File: src/kfd_pkg.sv
// Shared constants for the KISS frame deframer: special byte codes,
// field widths and frame error codes. No dependencies.
`default_nettype none

package kfd_pkg;

	localparam int unsigned BYTE_W = 8;
	localparam int unsigned ERR_W  = 2;
	localparam int unsigned USER_W = ERR_W + 1;

	localparam logic [BYTE_W-1:0] FEND  = 8'hC0;
	localparam logic [BYTE_W-1:0] FESC  = 8'hDB;
	localparam logic [BYTE_W-1:0] TFEND = 8'hDC;
	localparam logic [BYTE_W-1:0] TFESC = 8'hDD;
	localparam logic [BYTE_W-1:0] CMD_DATA = 8'h00;

	typedef enum logic [ERR_W-1:0] {
		ERR_NONE    = 2'd0,
		ERR_BAD_ESC = 2'd1,
		ERR_ESC_END = 2'd2
	} frame_err_t;

endpackage

`default_nettype wire

File: src/kiss_frame_deframer_core.sv
// KISS frame deframer top level: input register, byte decoder and result
// register in one pass. Depends on kfd_pkg.
//
// Usage:
//   Slave stream (s_tvalid/s_tready/s_tdata) takes one raw byte from the
//   serial link per request. Master stream (m_tvalid/m_tready/m_tdata/
//   m_tlast/m_tuser) gives decoded payload, with m_tlast on the last result
//   of each data frame. A byte produces zero or one result.
//   Bytes are ignored until the first frame end. Escape pairs are undone,
//   the command byte is stripped, non-data frames are dropped silently.
//   Payload leaves one byte late so the final byte carries m_tlast; a
//   data frame with no payload gives one marker with byte_present low.
//   Throughput: one byte per cycle while no stall holds it (see Stall).
//   Path: a taken byte sits in the input register and its result, if any,
//   is loaded into the result register, which drives m_tvalid, once free.
//   The per-byte decoder and frame state loop sit between the two.
//   Reset: all control state clears; the block hunts for a frame end.
//   Stall: while m_tready is low and a result waits, the input register
//   holds one more byte, then s_tready drops until the result is taken.
`default_nettype none

module kiss_frame_deframer_core (
	input  wire logic                       clk,
	input  wire logic                       arst_n,
	input  wire logic                       s_tvalid,
	output      logic                       s_tready,
	input  wire logic [kfd_pkg::BYTE_W-1:0] s_tdata,  // [7:0] rx_byte
	output      logic                       m_tvalid,
	input  wire logic                       m_tready,
	output      logic [kfd_pkg::BYTE_W-1:0] m_tdata,  // [7:0] payload_byte
	output      logic                       m_tlast,  // frame_end
	output      logic [kfd_pkg::USER_W-1:0] m_tuser   // [0] byte_present, [2:1] frame_error
);

	typedef enum logic [1:0] {
		PH_HUNT,
		PH_CMD,
		PH_DATA,
		PH_DISCARD
	} phase_t;

	logic                       in_valid_s1;
	logic [kfd_pkg::BYTE_W-1:0] in_byte_s1;

	phase_t                     phase_q;
	logic                       esc_q;
	logic [kfd_pkg::BYTE_W-1:0] held_q;
	logic                       held_valid_q;

	logic                       out_valid_q;
	logic [kfd_pkg::BYTE_W-1:0] out_byte_q;
	logic                       out_present_q;
	logic                       out_end_q;
	logic [kfd_pkg::ERR_W-1:0]  out_err_q;

	logic                       out_free;
	logic                       advance;
	logic                       in_take;

	phase_t                     phase_n;
	logic                       esc_n;
	logic [kfd_pkg::BYTE_W-1:0] held_n;
	logic                       held_valid_n;
	logic                       emit;
	logic [kfd_pkg::BYTE_W-1:0] r_byte;
	logic                       r_present;
	logic                       r_end;
	logic [kfd_pkg::ERR_W-1:0]  r_err;
	logic [kfd_pkg::BYTE_W-1:0] dec;
	logic                       bad_esc;

	assign out_free = !out_valid_q || m_tready;
	assign advance  = in_valid_s1 && out_free;
	assign s_tready = !in_valid_s1 || advance;
	assign in_take  = s_tvalid && s_tready;

	always_comb begin
		phase_n      = phase_q;
		esc_n        = esc_q;
		held_n       = held_q;
		held_valid_n = held_valid_q;
		emit         = 1'b0;
		r_byte       = held_valid_q ? held_q : '0;
		r_present    = held_valid_q;
		r_end        = 1'b1;
		r_err        = kfd_pkg::ERR_NONE;
		dec          = in_byte_s1;
		bad_esc      = 1'b0;

		if (esc_q) begin
			case (in_byte_s1)
				kfd_pkg::TFEND: dec = kfd_pkg::FEND;
				kfd_pkg::TFESC: dec = kfd_pkg::FESC;
				default:        bad_esc = 1'b1;
			endcase
		end

		if (phase_q == PH_HUNT) begin
			if (in_byte_s1 == kfd_pkg::FEND) begin
				phase_n      = PH_CMD;
				esc_n        = 1'b0;
				held_valid_n = 1'b0;
			end
		end else if (in_byte_s1 == kfd_pkg::FEND) begin
			if (phase_q == PH_DATA) begin
				emit  = 1'b1;
				r_err = esc_q ? kfd_pkg::ERR_ESC_END : kfd_pkg::ERR_NONE;
			end
			phase_n      = PH_CMD;
			esc_n        = 1'b0;
			held_valid_n = 1'b0;
		end else if (bad_esc) begin
			if (phase_q == PH_DATA) begin
				emit  = 1'b1;
				r_err = kfd_pkg::ERR_BAD_ESC;
			end
			phase_n      = PH_HUNT;
			esc_n        = 1'b0;
			held_valid_n = 1'b0;
		end else if (!esc_q && in_byte_s1 == kfd_pkg::FESC) begin
			esc_n = 1'b1;
		end else begin
			esc_n = 1'b0;
			case (phase_q)
				PH_CMD: begin
					phase_n      = (dec == kfd_pkg::CMD_DATA) ? PH_DATA : PH_DISCARD;
					held_valid_n = 1'b0;
				end
				PH_DATA: begin
					emit         = held_valid_q;
					r_present    = 1'b1;
					r_byte       = held_q;
					r_end        = 1'b0;
					held_n       = dec;
					held_valid_n = 1'b1;
				end
				default: begin
				end
			endcase
		end
	end

	always_ff @(posedge clk or negedge arst_n) begin
		if (!arst_n) begin
			in_valid_s1  <= 1'b0;
			phase_q      <= PH_HUNT;
			esc_q        <= 1'b0;
			held_valid_q <= 1'b0;
			out_valid_q  <= 1'b0;
		end else begin
			if (in_take) begin
				in_valid_s1 <= 1'b1;
				in_byte_s1  <= s_tdata;
			end else if (advance) begin
				in_valid_s1 <= 1'b0;
			end
			if (advance) begin
				phase_q      <= phase_n;
				esc_q        <= esc_n;
				held_q       <= held_n;
				held_valid_q <= held_valid_n;
			end
			if (out_free) begin
				out_valid_q <= advance && emit;
			end
			if (advance && emit) begin
				out_byte_q    <= r_byte;
				out_present_q <= r_present;
				out_end_q     <= r_end;
				out_err_q     <= r_end ? r_err : kfd_pkg::ERR_NONE;
			end
		end
	end

	assign m_tvalid = out_valid_q;
	assign m_tdata  = out_byte_q;
	assign m_tlast  = out_end_q;
	assign m_tuser  = {out_err_q, out_present_q};

	a_empty_byte_zero: assert property (@(posedge clk) disable iff (!arst_n)
		(m_tvalid && !m_tuser[0]) |-> (m_tdata == '0 && m_tlast))
		else $error("marker without end or with nonzero data");

	a_mid_frame_clean: assert property (@(posedge clk) disable iff (!arst_n)
		(m_tvalid && !m_tlast) |-> (m_tuser == {kfd_pkg::ERR_NONE, 1'b1}))
		else $error("mid-frame result carries error or no data");

	a_close_clears_held: assert property (@(posedge clk) disable iff (!arst_n)
		(advance && emit && r_end) |=> (!held_valid_q && phase_q != PH_DATA))
		else $error("held byte survives frame close");

	a_hunt_nothing_held: assert property (@(posedge clk) disable iff (!arst_n)
		(phase_q == PH_HUNT) |-> !held_valid_q)
		else $error("held byte while hunting");

endmodule

`default_nettype wire
File: config.mk
export PLATFORM = sky130hd
export DESIGN_NAME = kiss_frame_deframer_core
export DESIGN_NICKNAME = d
export VERILOG_FILES = /design/src/kfd_pkg.sv /design/src/kiss_frame_deframer_core.sv
export SDC_FILE = /design/constraint.sdc
export NUM_CORES = 1
export LEC_CHECK = 0
export BUFFER_PORTS_ARGS = -buffer_cell sky130_fd_sc_hd__buf_2
export CORE_MARGIN = 1.5
export CORE_UTILIZATION = 33
export CTS_BUF_LIST = sky130_fd_sc_hd__clkbuf_4 sky130_fd_sc_hd__clkbuf_8 sky130_fd_sc_hd__clkbuf_16
export CTS_CLUSTER_DIAMETER = 30
export DETAILED_ROUTE_END_ITERATION = 16
export MAX_ROUTING_LAYER = met4
export SYNTH_ARGS = -nofsm -noshare
export SYNTH_HDL_FRONTEND = slang
export SYNTH_SLANG_ARGS = --single-unit
File: constraint.sdc
create_clock -name clk -period 1.9 [get_ports clk]
set_input_delay 0.095 -clock clk [delete_from_list [all_inputs] [get_ports clk]]
set_output_delay 0.095 -clock clk [all_outputs]
set_load 0.01 [all_outputs]
==> summary.txt <==
GRT
  • Overall global routing resource usage: 12.2%
  • Residual overflow from global routing: 0
  • Pin count of the biggest net entering global routing: 13
  • Global-route wire length before repair: 4.63 mm
  • Antenna violations before repair: 0
  • Vias in the first global route: 1055

Critical path
  • Data arrival time of the critical path: 1.91 ns
  • Worst reg-to-reg path cell count: 4
  • R2R Setup Slk: 0.04 ns
  • CP max FO: 6
  • Worst flop-to-flop path endpoint: m_tlast
  • Cell type group with the largest total delay on the critical path: simple AND/OR/NAND/NOR gates
  • List of cells traversed by the critical path: nand4_1, or4_4, a211o_4, and4_4
  • Delay of the slowest cell on the worst path: 0.53 ns
  • Type of element launching the critical path: flop
  • Setup CP Type: reg -> reg
  • Crit path buf inv count: 0
  • Required time of the critical path: 1.95 ns
  • Cell at the slowest stage of the critical path: or4_4
  • Kind of end point of the critical path: flop
  • R2R Path Start: in_byte_s1[3]

Route
  • Violation count after the first detailed-route iteration: 38
  • Remaining antenna violation count: 0
  • Routed wire length per instance: between 10 and 15 µm
  • Final routed DRC violation total: 0
  • Sum of routed wire length over all layers: 2.98 mm
  • Via count: between 1000 and 1500
  • Via-to-Cell Ratio: a little under 5
  • First-pass iteration count of the detailed router: 4

Final layout
  • Highest-count cells in the layout ignoring fill and taps: edfxtp_1 (28), buf_2 (25), buf_4 (22)
  • Post-route insts no fill: 227
  • Layout-stage area growth over the synthesis result: 40.0%
  • Number of antenna repair diodes: 0
  • Most common library cell in the layout ignoring fill and taps: edfxtp_1
  • Share of final-layout standard cells stronger than drive strength 1: 40.6%
  • Number of inserted filler cells in the final layout: 397
  • Final design utilization: 48.7%
  • # nets final: 189

Clock tree
  • TritonCTS clock tree: built
  • Longest Clk Path Bufs: 2
  • Number of CTS-inserted buffers: 5
  • H-tree depth: 2
  • Clock Latency Late Sink: 0.29 ns
  • Clock-pin transition on the worst setup and hold timing paths: roughly 0.070 ns
  • Root buffer cell: clkbuf_8
  • Number of sinks handled by clock tree synthesis: 34

Floorplanning
  • Io pins: 26
  • Number of rows created at floorplan: 24
  • Placeable core region: between 4000 and 5000 µm²
  • Starting density of the core: 34.8%
  • Die extent in y: 71.2 µm
  • Width of the die: ~71 µm
  • Die area: ~5100 µm²

Logic synthesis
  • Warnings, synthesis: 0
  • Synth unique cells: 40
  • Biggest area consumer among synthesized cells: edfxtp_1
  • Average footprint of a synthesized cell: 13.6 µm²
  • Count of flip-flops with a built-in enable after synthesis: 28
  • Synthesized net count: around 130
  • Prevailing post-synth register cell: edfxtp_1
  • Synth Register Bits: 34
  • Cells after Synth: 113
  • Leading post-synthesis cells by cell area: edfxtp_1 (55%), dfrtp_1 (9.8%), nor2b_1 (4.9%)
  • Seq/Total Area, Yosys: 64.6%
  • Post-synthesis cell area: 1530 µm²
  • Area share of the largest cell type after synthesis: 54.8%
  • FFs w/ async S/R, synth: between 10% and 20%

STA
  • Fmax achieved: 539 MHz
  • Max-slew violation count: 0
  • Final setup violating endpoints: 0
  • Worst-margin pin slew: approximately 0.33 ns
  • Final-layout worst hold slack: between 0.1 and 0.15 ns
  • Final cycle utilization of the critical path: a little over nine tenths
  • Final critical path time including I/O delays and setup: 1.86 ns
  • Total negative setup slack: 0 ns
  • Number of hold-slack violations in the final timing report: 0
  • RSZ-0062 raised after global routing: true
  • Worst slew slack as a fraction of its limit: 77.8%
  • Clock skew: 0.00505 ns

Run
  • Max-Cap Viols: 0

Min path
  • Beginning of the worst hold path: m_tready
  • Path type of the worst min-delay path: in -> reg
  • Worst Hold End: in_valid_s1
  • Number of stages on the worst hold path: 4

Pwr
  • Static Leak: 0.823 nW
  • Peak ir drop on the vdd network: about 0.43 mV
  • Power density cells: ~800 nW/µm²

Outcome
  • Status: finished clean

Place
  • Total half-perimeter wirelength after legalization and detailed placement: a little over 2 mm
  • Number of cells in the design after placement: 199
  • Final GP Congestion: 0.869
  • Port Buffers: 25
worst max-delay path by stage:
stage	from	endpoint	slack, ns	cells past startpoint
finish	in_byte_s1[3]	m_tlast	0.04	4
global route	in_byte_s1[3]	m_tdata[2]	-0.02	6
CTS	in_byte_s1[5]	held_q[4]	0.03	5
detailed placement	in_byte_s1[5]	held_q[0]	0.04	5
global placement	in_byte_s1[5]	held_q[3]	0.05	5
floorplan	in_byte_s1[5]	held_q[0]	0.02	5
cell usage after synthesis (all sizes together) (2+ instances only):
library cell	n
a21oi	3
a31o	2
and2	3
and3	4
buf	4
dfrtp	6
edfxtp	28
ha	3
inv	5
mux2	2
nand2	6
nand2b	2
nand3	2
nand4	2
nor2	4
nor2b	12
nor4	3
o211ai	2
o21ai	3
registers in the layout, indices dropped and copies added, names as in the netlist, 2 cells and up:
register and flops:
held_q 8, in_byte_s1 8, m_tdata 8, out_err_q 2, phase_q 2
power breakdown:
| group | switching [mW] | total [mW] | internal [mW] |
|---|---|---|---|
| sequential | 0.00852 | 0.826 | 0.818 |
| combinational | 0.0398 | 0.0973 | 0.0575 |
| clock | 0.274 | 0.799 | 0.526 |
| total | 0.322 | 1.72 | 1.40 |
cell type report:
cell class | count | area [µm²] | share of cell area (%)
clock buffers | 5 | 68.8 | 3.20
clock inverters | 3 | 68.8 | 3.20
inverters | 5 | 18.8 | 0.874
multi-input cells | 69 | 523 | 24.3
flip-flops and latches | 34 | 991 | 46.1
well taps | 52 | 65.1 | 3.03
repair buffers | 59 | 413 | 19.2
per-stage QoR:
step	total power [mW]	setup slack [ns]	area [µm²]
2_1_floorplan	0.875	0.0174	1540
3_3_place_gp	0.904	0.0511	1800
3_5_place_dp	0.906	0.0364	1800
4_1_cts	1.72	0.0254	2040
5_1_grt	1.78	-0.0170	2150
6_report	1.72	0.0447	2150
worst reg2reg max path: stages (launching register included):
cell      delay (ns)
edfxtp_1        0.39
nand4_1         0.10
or4_4           0.54
a211o_4         0.37
and4_4          0.22
layer usage:
| metal | vias to the layer above | GRT usage (%) | wire length [µm] |
|---|---|---|---|
| li1 | 547 | - | - |
| met1 | 504 | 14.0 | 1330 |
| met2 | 40 | 19.4 | 1460 |
| met3 | 2 | 4.99 | 171 |
| met4 | 0 | 3.77 | 12 |
| met5 | - | - | 0 |
cell families (layout without fill, tap and decap cells):
logic type | Yosys count | count (layout) | synth area share, %
AO/OA/AOI/OAI | 19 | 19 | 9.63
adder cells (fa/ha/maj) | 3 | 3 | 2.45
buffers and inverters | 11 | 72 | 4.00
flip-flops | 34 | 34 | 64.6
multiplexers | 2 | 2 | 1.47
AND/OR/NAND/NOR | 44 | 45 | 17.9
timing repair:
item | 4_1_cts | 5_1_grt
hold buffers | 10 | 0
setup endpoints to repair | 0 | 20
buffers inserted | 0 | 9
gates resized for setup | 0 | 8
hold endpoints to repair | 15 | 0
Note: power is estimated with default switching activity, not from simulation.
